==> config.mk <==
export PLATFORM = sky130hd
export DESIGN_NAME = palette_pixel_ink_threshold_placer
export DESIGN_NICKNAME = d
export VERILOG_FILES = /design/src/sv/ppitp_pkg.sv /design/src/sv/ppitp_ram.sv /design/src/sv/ppitp_fifo.sv /design/src/sv/ppitp_front.sv /design/src/sv/ppitp_back.sv /design/src/sv/palette_pixel_ink_threshold_placer.sv
export SDC_FILE = /design/constraint.sdc
export NUM_CORES = 2
export LEC_CHECK = 0
export BUFFER_PORTS_ARGS = -buffer_cell sky130_fd_sc_hd__buf_4
export CAP_MARGIN = 0
export CORE_ASPECT_RATIO = 1.5
export CORE_MARGIN = 5
export CORE_UTILIZATION = 45
export CTS_CLUSTER_SIZE = 28
export DETAILED_ROUTE_END_ITERATION = 16
export PLACE_DENSITY = 0.64
export RECOVER_POWER = 25
export SLEW_MARGIN = 10
export SYNTH_ARGS = -nofsm -noshare
export SYNTH_HDL_FRONTEND = slang
export SYNTH_HIERARCHICAL = 1
export SYNTH_MEMORY_MAX_BITS = 65536
export SYNTH_SLANG_ARGS = --single-unit
==> constraint.sdc <==
create_clock -name clock -period 8.34 [get_ports clock]
set_clock_uncertainty 0.05 [all_clocks]
set_input_delay 0.417 -clock clock [delete_from_list [all_inputs] [get_ports clock]]
set_output_delay 0.417 -clock clock [all_outputs]
set_load 0.02 [all_outputs]
==> src/sv/ppitp_pkg.sv <==
// ---------------------------------------------------------------------------
// ppitp_pkg: shared types and constants of the palette ink placer
// Beat payload types, configuration types and register indexes.
// ---------------------------------------------------------------------------
`default_nettype none

package ppitp_pkg;

   // Command codes carried in the cmd field.
   localparam logic CMD_PALETTE_WRITE = 1'b0;
   localparam logic CMD_PIXEL         = 1'b1;

   // Register indexes on the configuration port.
   localparam logic [1:0] CSR_CANVAS_WIDTH      = 2'd0;
   localparam logic [1:0] CSR_CANVAS_HEIGHT     = 2'd1;
   localparam logic [1:0] CSR_TRANSPARENCY_ON   = 2'd2;
   localparam logic [1:0] CSR_TRANSPARENT_INDEX = 2'd3;

   // Register reset values.
   localparam logic [8:0] CANVAS_WIDTH_RESET  = 9'd128;
   localparam logic [8:0] CANVAS_HEIGHT_RESET = 9'd128;

   // The frame sits this many pixels above the bottom of the sprite.
   localparam int BOTTOM_MARGIN = 2;

   typedef struct packed {
      logic       cmd;
      logic [7:0] color_index;
      logic [15:0] color_value;
      logic [7:0] run_x;
      logic [7:0] run_left;
      logic [7:0] run_top;
      logic [7:0] run_row;
      logic       last_in_row;
   } req_type;

   typedef struct packed {
      logic [10:0] byte_addr;
      logic [2:0]  bit_pos;
   } rsp_type;

   // Item handed from the front end to the back end: a placed pixel and
   // the palette colour it reads.
   typedef struct packed {
      rsp_type     place;
      logic [15:0] color;
   } mid_type;

   typedef struct packed {
      logic [8:0] canvas_width;
      logic [8:0] canvas_height;
      logic       transparency_on;
      logic [7:0] transparent_index;
   } cfg_type;

endpackage

`default_nettype wire

==> src/sv/ppitp_ram.sv <==
// ---------------------------------------------------------------------------
// ppitp_ram: generic single-write, single-read RAM
// One write port and one read port with registered read data.
// ---------------------------------------------------------------------------
`default_nettype none

module ppitp_ram #(
   parameter int WIDTH = 16,
   parameter int DEPTH = 256
) (
   input  wire logic                     clock,
   input  wire logic                     wr_en,
   input  wire logic [$clog2(DEPTH)-1:0] wr_addr,
   input  wire logic [WIDTH-1:0]         wr_data,
   input  wire logic [$clog2(DEPTH)-1:0] rd_addr,
   output logic      [WIDTH-1:0]         rd_data
);

   logic [WIDTH-1:0] mem_ff [DEPTH];
   logic [WIDTH-1:0] rd_data_ff;

   always_ff @(posedge clock) begin
      if (wr_en) begin
         mem_ff[wr_addr] <= wr_data;
      end
      rd_data_ff <= mem_ff[rd_addr];
   end

   assign rd_data = rd_data_ff;

endmodule

`default_nettype wire

==> src/sv/ppitp_fifo.sv <==
// ---------------------------------------------------------------------------
// ppitp_fifo: small register queue
// Power-of-two depth, simultaneous push and pop, occupancy count.
// ---------------------------------------------------------------------------
`default_nettype none

module ppitp_fifo #(
   parameter int WIDTH = 8,
   parameter int DEPTH = 4
) (
   input  wire logic                   clock,
   input  wire logic                   reset,
   input  wire logic                   push,
   input  wire logic [WIDTH-1:0]       push_data,
   input  wire logic                   pop,
   output logic      [WIDTH-1:0]       pop_data,
   output logic                        empty,
   output logic      [$clog2(DEPTH):0] count
);

   localparam int AW = $clog2(DEPTH);

   logic [WIDTH-1:0] slot_ff [DEPTH];
   logic [AW-1:0]    wr_ptr_ff, wr_ptr_in;
   logic [AW-1:0]    rd_ptr_ff, rd_ptr_in;
   logic [AW:0]      count_ff, count_in;
   logic             full;
   logic             do_push, do_pop;

   assign empty   = (count_ff == '0);
   assign full    = (count_ff == (AW+1)'(DEPTH));
   assign count   = count_ff;
   assign do_push = push & ~full;
   assign do_pop  = pop & ~empty;

   always_comb begin
      wr_ptr_in = do_push ? wr_ptr_ff + 1'b1 : wr_ptr_ff;
      rd_ptr_in = do_pop ? rd_ptr_ff + 1'b1 : rd_ptr_ff;
      count_in  = count_ff;
      if (do_push && !do_pop) begin
         count_in = count_ff + 1'b1;
      end else if (do_pop && !do_push) begin
         count_in = count_ff - 1'b1;
      end
   end

   always_ff @(posedge clock) begin
      if (reset) begin
         wr_ptr_ff <= '0;
         rd_ptr_ff <= '0;
         count_ff  <= '0;
      end else begin
         wr_ptr_ff <= wr_ptr_in;
         rd_ptr_ff <= rd_ptr_in;
         count_ff  <= count_in;
      end
   end

   always_ff @(posedge clock) begin
      if (do_push) begin
         slot_ff[wr_ptr_ff] <= push_data;
      end
   end

   assign pop_data = slot_ff[rd_ptr_ff];

endmodule

`default_nettype wire

==> src/sv/ppitp_front.sv <==
// ---------------------------------------------------------------------------
// ppitp_front: intake, palette and placement
// Accepts beats, writes the palette, places pixels and reads their colour.
// ---------------------------------------------------------------------------
`default_nettype none

module ppitp_front import ppitp_pkg::*; #(
   parameter int SPRITE_WIDTH  = 128,
   parameter int SPRITE_HEIGHT = 128,
   parameter int MID_DEPTH     = 4
) (
   input  wire logic                       clock,
   input  wire logic                       reset,
   input  wire cfg_type                    cfg,
   input  wire logic                       req_push,
   input  wire req_type                    req_data,
   output logic                            req_full,
   input  wire logic [$clog2(MID_DEPTH):0] mid_count,
   output logic                            mid_push,
   output mid_type                         mid_data
);

   localparam int XW = $clog2(SPRITE_WIDTH);
   localparam int YW = $clog2(SPRITE_HEIGHT);
   localparam int CW = $clog2(MID_DEPTH) + 1;

   logic              accept;
   logic [8:0]        src_y;
   logic              src_ok, x_ok, y_ok, opaque, place_ok;
   logic signed [10:0] diff_x, diff_x_adj, x0, y0, dst_x, dst_y;
   logic              s1_valid_ff, s1_valid_in;
   logic [XW-1:0]     s1_dst_x_ff;
   logic [YW-1:0]     s1_dst_y_ff;
   logic [16:0]       bit_num;
   logic [15:0]       color;

   // Space is reserved for the pixel still waiting on its palette read.
   assign req_full = (mid_count + CW'(s1_valid_ff)) >= CW'(MID_DEPTH);
   assign accept   = req_push & ~req_full;

   ppitp_ram #(
      .WIDTH (16),
      .DEPTH (256)
   ) u_palette (
      .clock   (clock),
      .wr_en   (accept && req_data.cmd == CMD_PALETTE_WRITE),
      .wr_addr (req_data.color_index),
      .wr_data (req_data.color_value),
      .rd_addr (req_data.color_index),
      .rd_data (color)
   );

   // Horizontal offset rounds toward zero, vertical offset leaves a margin.
   always_comb begin
      diff_x     = 11'(SPRITE_WIDTH) - 11'(cfg.canvas_width);
      diff_x_adj = diff_x + 11'(diff_x[10]);
      x0         = diff_x_adj >>> 1;
      y0         = 11'(SPRITE_HEIGHT) - 11'(cfg.canvas_height) - 11'(BOTTOM_MARGIN);
      src_y      = 9'(req_data.run_top) + 9'(req_data.run_row);
      src_ok     = src_y < cfg.canvas_height;
      dst_y      = 11'(src_y) + y0;
      dst_x      = 11'(req_data.run_x) + 11'(req_data.run_left) + x0;
      y_ok       = ~dst_y[10] && (dst_y[9:0] < 10'(SPRITE_HEIGHT));
      x_ok       = ~dst_x[10] && (dst_x[9:0] < 10'(SPRITE_WIDTH));
      opaque     = ~(cfg.transparency_on &&
                     req_data.color_index == cfg.transparent_index);
      place_ok   = src_ok && y_ok && x_ok && opaque;
      s1_valid_in = accept && req_data.cmd == CMD_PIXEL && place_ok;
   end

   always_ff @(posedge clock) begin
      if (reset) begin
         s1_valid_ff <= 1'b0;
      end else begin
         s1_valid_ff <= s1_valid_in;
      end
   end

   always_ff @(posedge clock) begin
      s1_dst_x_ff <= dst_x[XW-1:0];
      s1_dst_y_ff <= dst_y[YW-1:0];
   end

   assign bit_num  = 17'(s1_dst_y_ff) * 17'(SPRITE_WIDTH) + 17'(s1_dst_x_ff);
   assign mid_push = s1_valid_ff;

   always_comb begin
      mid_data.place.byte_addr = bit_num[13:3];
      mid_data.place.bit_pos   = bit_num[2:0];
      mid_data.color           = color;
   end

endmodule

`default_nettype wire

==> src/sv/ppitp_back.sv <==
// ---------------------------------------------------------------------------
// ppitp_back: ink classification and result queue
// Drops holes, queues the bit placement of ink pixels for the receiver.
// ---------------------------------------------------------------------------
`default_nettype none

module ppitp_back import ppitp_pkg::*; #(
   parameter int OUT_DEPTH = 2
) (
   input  wire logic    clock,
   input  wire logic    reset,
   input  wire logic    mid_empty,
   input  wire mid_type mid_data,
   output logic         mid_pop,
   input  wire logic    rsp_pop,
   output logic         rsp_empty,
   output rsp_type      rsp_data
);

   localparam int DARK_MAX   = 32;
   localparam int LIGHT_MIN  = 220;
   localparam int CHROMA_MIN = 16;
   // An average of 40 to 220 under truncation is a channel sum of 120 to 662.
   localparam int SUM_LO     = 3 * 40;
   localparam int SUM_HI     = 3 * 220 + 2;
   localparam int OCW        = $clog2(OUT_DEPTH) + 1;

   logic [7:0] r, g, b, mx, mn;
   logic [9:0] sum;
   logic       ink, out_full, out_push;
   logic [OCW-1:0] out_count;

   always_comb begin
      r   = {mid_data.color[15:11], 3'b000};
      g   = {mid_data.color[10:5], 2'b00};
      b   = {mid_data.color[4:0], 3'b000};
      mx  = (r > g) ? r : g;
      mn  = (r < g) ? r : g;
      if (b > mx) begin
         mx = b;
      end
      if (b < mn) begin
         mn = b;
      end
      sum = 10'(r) + 10'(g) + 10'(b);
      if (mx < 8'(DARK_MAX)) begin
         ink = 1'b0;
      end else if (mn > 8'(LIGHT_MIN)) begin
         ink = 1'b0;
      end else if ((mx - mn) >= 8'(CHROMA_MIN)) begin
         ink = 1'b1;
      end else begin
         ink = (sum >= 10'(SUM_LO)) && (sum <= 10'(SUM_HI));
      end
   end

   assign out_full = (out_count == OCW'(OUT_DEPTH));
   assign out_push = ~mid_empty & ink & ~out_full;
   assign mid_pop  = ~mid_empty & (~ink | ~out_full);

   ppitp_fifo #(
      .WIDTH ($bits(rsp_type)),
      .DEPTH (OUT_DEPTH)
   ) u_out_q (
      .clock     (clock),
      .reset     (reset),
      .push      (out_push),
      .push_data (mid_data.place),
      .pop       (rsp_pop),
      .pop_data  (rsp_data),
      .empty     (rsp_empty),
      .count     (out_count)
   );

endmodule

`default_nettype wire

==> src/sv/palette_pixel_ink_threshold_placer.sv <==
// ---------------------------------------------------------------------------
// palette_pixel_ink_threshold_placer: palette pixel to sprite bit placer
// Turns palette-indexed pixels into the sprite bitmap bits they set.
// ---------------------------------------------------------------------------
// Usage. Beats enter on the req_ channel as a queue: a beat is taken at a
// rising edge with req_push high and req_full low. A palette-write beat
// (cmd 0) stores an RGB565 colour and produces nothing. A pixel beat (cmd 1)
// is placed in the sprite, with the canvas centered horizontally and raised
// two pixels above the bottom; if its row is inside the canvas, it lands
// inside the sprite, is not the transparent index and its colour counts as
// ink, one result beat appears on the rsp_ channel carrying the byte
// address and the bit to set. Results are read as a queue: the oldest one
// is on rsp_data while rsp_empty is low, and rsp_pop takes it.
// Throughput is one beat per cycle on both sides while req_full is low and
// the receiver pops each result as it appears. A taken pixel goes through
// these steps in order: its palette read and placement are registered, it
// moves into the queue between the halves, and it is then classified into
// the result queue, from which it can be popped.
// While the receiver stalls, results collect in a two-entry result queue and
// a four-entry queue between placement and classification; req_full rises
// once that queue and the pending palette read fill it.
// Reset empties both queues and restores the canvas registers to 128 x 128
// with transparency off. Palette contents are undefined until written.
// The csr_ port holds four 32-bit registers at byte offsets 0, 4, 8 and 12.
// ---------------------------------------------------------------------------
`default_nettype none

module palette_pixel_ink_threshold_placer import ppitp_pkg::*; #(
   parameter int SPRITE_WIDTH  = 128,
   parameter int SPRITE_HEIGHT = 128
) (
   input  wire logic        clock,
   input  wire logic        reset,
   // Input channel.
   input  wire logic        req_push,
   input  wire req_type     req_data,
   output logic             req_full,
   // Result channel.
   output logic             rsp_empty,
   input  wire logic        rsp_pop,
   output rsp_type          rsp_data,
   // Configuration port.
   input  wire logic        csr_psel,
   input  wire logic        csr_penable,
   input  wire logic        csr_pwrite,
   input  wire logic [3:0]  csr_paddr,
   input  wire logic [31:0] csr_pwdata,
   output logic [31:0]      csr_prdata,
   output logic             csr_pready
);

   // The queue between the front end and the back end.
   localparam int MID_DEPTH = 4;
   localparam int OUT_DEPTH = 2;

   cfg_type    cfg_ff, cfg_in;
   logic       csr_write;
   logic [1:0] csr_index;

   logic       mid_push, mid_pop, mid_empty;
   mid_type    mid_in_data, mid_out_data;
   logic [$clog2(MID_DEPTH):0] mid_count;

   // Configuration registers. The port never waits, and only the word
   // offset selects a register.
   assign csr_pready = 1'b1;
   assign csr_write  = csr_psel & csr_penable & csr_pwrite;
   assign csr_index  = csr_paddr[3:2];

   always_comb begin
      cfg_in = cfg_ff;
      if (csr_write) begin
         case (csr_index)
            CSR_CANVAS_WIDTH:      cfg_in.canvas_width      = csr_pwdata[8:0];
            CSR_CANVAS_HEIGHT:     cfg_in.canvas_height     = csr_pwdata[8:0];
            CSR_TRANSPARENCY_ON:   cfg_in.transparency_on   = csr_pwdata[0];
            CSR_TRANSPARENT_INDEX: cfg_in.transparent_index = csr_pwdata[7:0];
            default:               cfg_in = cfg_ff;
         endcase
      end
   end

   always_ff @(posedge clock) begin
      if (reset) begin
         cfg_ff.canvas_width      <= CANVAS_WIDTH_RESET;
         cfg_ff.canvas_height     <= CANVAS_HEIGHT_RESET;
         cfg_ff.transparency_on   <= 1'b0;
         cfg_ff.transparent_index <= 8'd0;
      end else begin
         cfg_ff <= cfg_in;
      end
   end

   always_comb begin
      case (csr_index)
         CSR_CANVAS_WIDTH:      csr_prdata = 32'(cfg_ff.canvas_width);
         CSR_CANVAS_HEIGHT:     csr_prdata = 32'(cfg_ff.canvas_height);
         CSR_TRANSPARENCY_ON:   csr_prdata = 32'(cfg_ff.transparency_on);
         CSR_TRANSPARENT_INDEX: csr_prdata = 32'(cfg_ff.transparent_index);
         default:               csr_prdata = 32'd0;
      endcase
   end

   // Front end: takes beats, keeps the palette, places pixels and reads
   // their colour. Pixels that miss the sprite or are transparent stop here.
   ppitp_front #(
      .SPRITE_WIDTH  (SPRITE_WIDTH),
      .SPRITE_HEIGHT (SPRITE_HEIGHT),
      .MID_DEPTH     (MID_DEPTH)
   ) u_front (
      .clock     (clock),
      .reset     (reset),
      .cfg       (cfg_ff),
      .req_push  (req_push),
      .req_data  (req_data),
      .req_full  (req_full),
      .mid_count (mid_count),
      .mid_push  (mid_push),
      .mid_data  (mid_in_data)
   );

   // The front end reserves space before it accepts, so a push never meets
   // a full queue.
   ppitp_fifo #(
      .WIDTH ($bits(mid_type)),
      .DEPTH (MID_DEPTH)
   ) u_mid_q (
      .clock     (clock),
      .reset     (reset),
      .push      (mid_push),
      .push_data (mid_in_data),
      .pop       (mid_pop),
      .pop_data  (mid_out_data),
      .empty     (mid_empty),
      .count     (mid_count)
   );

   // Back end: classifies the colour and queues the placement of ink.
   ppitp_back #(
      .OUT_DEPTH (OUT_DEPTH)
   ) u_back (
      .clock     (clock),
      .reset     (reset),
      .mid_empty (mid_empty),
      .mid_data  (mid_out_data),
      .mid_pop   (mid_pop),
      .rsp_pop   (rsp_pop),
      .rsp_empty (rsp_empty),
      .rsp_data  (rsp_data)
   );

endmodule

`default_nettype wire
; After elaboration in Yosys (flattened, before gate mapping)
; Memory sizes are Yosys's and may differ from the RTL's. A register that Yosys moved wholly into a read port is not among the register bits.
; Index checks and enable logic that the tools add are counted.
[word_totals]
input_bits = 101
ramBits = 4244
n_memories = 3
output_inout_bits = 49
reg_bits = 53
[classes]
magnitude_cmp = 13
n_eq_ne = 6
n_bitwise = 21
n_reduce_logical = 27
addsub = 21
n_mux = 22
[mem_list]
columns = memory, words, width, read_ports, rd_clocked_by_memory_dff, write_ports, line_no
row1 = u_front.u_palette.mem_ff, 256, 16, 1, 1, 1, ppitp_ram.sv:19  ; logic [WIDTH-1:0] mem_ff [DEPTH];
row2 = u_mid_q.slot_ff, 4, 30, 1, 1, 1, ppitp_fifo.sv:23  ; logic [WIDTH-1:0] slot_ff [DEPTH];
row3 = u_back.u_out_q.slot_ff, 2, 14, 1, 1, 1, ppitp_fifo.sv:23
[ops]
columns = op, n
row1 = $pmux W32 S4, 1
row2 = $mux W8, 4
row3 = $add A8 B8 Y9, 3
row4 = $lt A10 B8 Y1 const B, 2
row5 = $sub A8 B9 Y10 const A, 2
row6 = $gt A8 B8 Y1, 2
row7 = $lt A8 B8 Y1, 2
row8 = $add A14 B7 Y14, 1
row9 = $logic_and A1 B1 Y1, 14
row10 = $add A11 B1 Y11, 1
row11 = $add A11 B11 Y11, 1
row12 = $add A9 B11 Y11, 1
row13 = $mux W1, 11
row14 = $sub A11 B2 Y11 const B, 1
row15 = $add A10 B8 Y10, 1
row16 = $and A1 B1 Y1, 10
row17 = $ge A10 B7 Y1 const B, 1
row18 = $le A10 B10 Y1 const B, 1
row19 = $not A1 Y1, 10
row20 = $lt A9 B9 Y1, 1
row21 = $eq A8 B8 Y1, 1
row22 = $ge A8 B5 Y1 const B, 1
row23 = $gt A8 B8 Y1 const B, 1
row24 = $lt A8 B6 Y1 const B, 1
row25 = other kinds (19), 36

; Logic depth before layout (Yosys ltp)
[depth]
depth_word = 16
mapped_depth = 35
mapped_depth_nobuf = 32

; Hierarchy
; The synthesis kept the hierarchy.
[modules_own_cells]
columns = mod, area_each_um2, cells_per_inst, instances
row1 = ppitp_ram, 158714.7, 7360, 1
row2 = ppitp_fifo (u_mid_q), 4807.1, 203, 1
row3 = ppitp_front, 2666.3, 342, 1
row4 = ppitp_back, 1687.9, 211, 1
row5 = palette_pixel_ink_threshold_placer, 1492.7, 166, 1
row6 = ppitp_fifo (u_back.u_out_q), 1221.2, 69, 1

; Worst setup path before layout
; No wires, ideal clock.
[synth_path]
path_type = register to register
start = reg with a tool-made name
end = reg u_mid_q.count_ff[2], in the netlist u_mid_q/count[2]
path_slack_ns = 1.163
t_arrival_ns = 7.057
setup_time_ns = 0.070
path_buffers = 1
t_required_ns = 8.220
period_less_slack_ns = 7.177
path_stages_with_launch = 31
cell_sequence = dfxtp_1 > buf_6 > mux4_2 > inv_1 > ha_1 > a21oi_2 > o221ai_2 > nand2_1 > mux2i_1 > ha_1 > nand3_1 > a2111oi_4 > a32oi_2 > a21oi_2 > mux2i_1 > inv_1 > fa_1 > xor2_1 > o21ai_0 > nor4b_1 > o211ai_1 > mux2i_1 > nor3_1 > nor4_1 > o31ai_2 > ha_1 > inv_1 > fa_1 > xor2_1 > or3_1 > a21oi_1
[synth_rtl]
columns = item, line_no
row1 = end signal: assignment, ppitp_fifo.sv:55  ; count_ff <= count_in;
row2 = end: declaration, ppitp_fifo.sv:26  ; logic [AW:0] count_ff, count_in;

==> reports/metrics.csv <==
stage,metric,value,unit
run_status,status,finished with violations,
run_status,violated checks,"capacitance limit, slew limit",
worst_setup_path,Setup crit end kind,flop,
die,Core ar.,378000,µm²
worst_setup_path,Register-to-Register Path Depth,33,
die,Initial Util,45.1,%
die,die span in x,513,µm
sta,Final Max Slew Viols,2218,
die,I/O pin cnt,150,
clock_tree,CTS sink cnt,4316,
detailed_routing,met2 routed WL,229,mm
clock_tree,H-Tree Depth,5,
sta,Tmin final,7.74,ns
global_routing,total track usage,22.7,%
clock_tree,clk root buf,clkbuf_16,
place,RD Place Congestion,0.883,
finish,share of post-route cells with drive strength above 1,23.1,%
finish,Nets,9027,
synth,syn_area_per_cell,20.4,µm²
worst_setup_path,crit path DAT,8.52,ns
place,Final HPWL DP,275,mm
clock_tree,"Clk Latency, worst-skew pair",0.95,ns
finish,P&R area growth vs syn,12.0,%
clock_tree,"CTS clk-pin slew, worst paths",0.06,ns
finish,Final Cell Area,191000,µm²
synth,most area-hungry cell type in the Yosys netlist,edfxtp_1,
sta,Tightest Pin Transition,7.61,ns
global_routing,first-pass GRT wire length,644,mm
synth,YS warnings,6,
global_routing,largest net degree at the start of global routing,170,
place,placed cells,13400,
synth,Syn Inst Count,8351,
worst_setup_path,Most common cell on crit path,buf_4,
synth,post-synth cell types,100,
pwr,Logic pwr share,5.7,%
pwr,P_int,34.6,mW
global_routing,initial antenna violation count,17,
detailed_routing,ANT nets after route,0,
clock_tree,total clock buffers created by CTS,384,
place,Placed Area,179000,µm²
worst_hold_path,Hold Crit Class,in -> reg,
detailed_routing,drt wl/cell,31.9,µm
sta,"Setup violations, final",0,
place,buffers added on ports,99,
detailed_routing,Metal-1 WL,163,mm
worst_setup_path,Worst Path Max Fanout,12,
finish,fill count,29800,
synth,"EDFF count, synth",4244,
sta,RSZ-0062 raised after global routing,false,
detailed_routing,top routing layer used,met5,
synth,Yosys reg bits,4316,
detailed_routing,DR vias,86100,
synth,ranking of synthesized cells by area,"edfxtp_1, mux4_2, mux2i_1",
synth,area of the mapped netlist,171000,µm²
finish,Util after Layout,50.5,%
pwr,Pwr Total,44.1,mW
sta,Final Hold Vio Count,0,
die,die height,764,µm
sta,Tcrit/Tclk final,92.8,%
synth,Post-synth ARST share,0,%
synth,most instantiated cells after synthesis,"edfxtp_1, mux4_2, mux2i_1, nor2_1, o221ai_1",
worst_setup_path,"Slowest-stage cell, CP",mux4_2,
sta,Max-slew headroom,-407,%
worst_setup_path,CP startpoint kind,flop,
detailed_routing,final WL,452,mm
pwr,Psw,9.48,mW
run,Max-cap violations,20,
worst_setup_path,WS Path Type,reg -> reg,
detailed_routing,DR WL met3,32.0,mm
pwr,Pleak,61.0,nW
pwr,worst vdd ir,166,µV
detailed_routing,initial DRC count,8997,
place,pre-CTS setup slack,0.414,ns
synth,most common cell in the synthesized netlist,edfxtp_1,
global_routing,number of global-route vias before repair,87700,
worst_hold_path,Hold Path Cell Cnt,3,
pwr,Sw Ratio,21.5,%
finish,final cell count without fillers,14200,
synth,register area share after synthesis,75.6,%
worst_setup_path,data required time of the worst path,9.12,ns
detailed_routing,DR vias/cell,6.08,
detailed_routing,DRC,0,
sta,Hold Slack,0.111,ns
global_routing,Congestion Overflow GR,0,
die,row count,277,
sta,Worst Slack Setup Final,0.599,ns
pwr,Power Dens Cells,231,nW/µm²
sta,Peak Freq,129,MHz
detailed_routing,TritonRoute pass-1 iters,8,
synth,Synth top area share,74.7,%
worst_setup_path,delay of the slowest critical-path stage,0.60,ns
clock_tree,maximum clock path buffer count,4,
die,DIE AREA,392000,µm²
sta,setup TNS,0,ns
synth,main flop type after synthesis,edfxtp_1,
pwr,clock share of power,39.7,%
worst_setup_path,Worst R2R Setup Slack,0.60,ns
clock_tree,CTS tree,yes,
pwr,Flop pwr share,54.6,%
-- area by class of cell --
type | instances | area, µm² | area share, %
multi-input cells | 3473 | 38700 | 20.3
diodes | 12 | 30.0 | 0.0157
clock inverters | 232 | 2130 | 1.11
flip-flops and latches | 4316 | 129000 | 67.5
repair buffers | 570 | 4580 | 2.40
inverters | 84 | 328 | 0.172
clock buffers | 458 | 10100 | 5.27
well taps | 5022 | 6280 | 3.29
-- power groups by stage --
| stage | clock (mW) | combinational, mW | sequential [mW] |
|---|---|---|---|
| 3_3_place_gp | 0 | 2.47 | 24.5 |
| 6_report | 17.5 | 2.53 | 24.1 |
| 3_5_place_dp | 0 | 2.52 | 24.5 |
| 2_1_floorplan | 0 | 1.46 | 24.4 |
| 5_1_grt | 18.7 | 2.66 | 24.1 |
| 4_1_cts | 17.8 | 2.55 | 24.0 |
-- repair_timing --
action / CTS / global route
endpoints found under the hold margin: 600 / 21
endpoints found under the setup margin: 0 / 2
hold buffers: 40 / 1
gates resized for setup: 0 / 2
buffers inserted: 0 / 0
-- layout by cell type (no fill, tap or decap), types with 71 or more instances in the layout --
master,n
mux4_2,828
clkbuf_16,390
nor2_1,292
dfxtp_1,71
clkinv_2,73
inv_1,81
clkbuf_1,81
nand2_1,74
mux2_2,104
buf_4,481
o22ai_1,152
a21oi_1,222
clkinv_1,89
o221ai_1,252
ha_1,89
o21ai_0,79
edfxtp_1,4244
mux2i_1,609
nor3_1,105
-- routing by layer --
layer	vias to the layer above	track usage, %
met5	-	0
met4	8	11.9
met3	856	3.58
met2	3731	38.8
met1	45800	28.0
li1	35800	-
-- worst max-delay path, delay by kind of cell (launching register included) --
| kind | cells | cell delay (ns) |
|---|---|---|
| adder cells (fa/ha/maj) | 5 | 1.59 |
| AND/OR/NAND/NOR | 6 | 1.57 |
| buffers and inverters | 8 | 1.32 |
| AO/OA/AOI/OAI | 8 | 1.31 |
| multiplexers | 4 | 1.15 |
| flip-flops | 1 | 0.37 |
| XOR/XNOR | 2 | 0.30 |
-- final timing paths --
check,from,to
min,req_data[26],u_front/s1_dst_x_ff[1]
max reg2reg,flop,u_mid_q/count[2]
max,flop,u_mid_q/count[2]
min reg2reg,u_front/s1_dst_x_ff[4],u_mid_q/slot_ff[0][20]
-- registers in the layout (all words and copies together) (netlist names), named ones only --
signal,flops
u_back/u_out_q/slot_ff,28
u_back/u_out_q/count,2
u_front/u_palette/mem_ff,4096
u_front/u_palette/rd_data,16
u_front/s1_dst_x_ff,7
u_mid_q/count,3
cfg_ff,27
u_front/s1_dst_y_ff,7
u_back/u_out_q/wr_ptr_ff,1
u_front/mid_push,1
u_mid_q/wr_ptr_ff,2
u_mid_q/rd_ptr_ff,2
u_back/u_out_q/rd_ptr_ff,1
u_mid_q/slot_ff,120
-- cell families (layout without fill, tap and decap cells) --
family,Yosys count,after routing,share of synthesized area (%)
other,2,36,0.00440
AOI/OAI and AO/OA,966,966,4.04
adders and majority gates,97,97,0.747
xor gates and xnor gates,65,65,0.334
muxes,1542,1542,15.2
and+or+nand+nor,779,779,2.17
buffers and inverters,584,1344,1.95
DFF,4316,4316,75.6
Power figures use the tool's default switching activity.
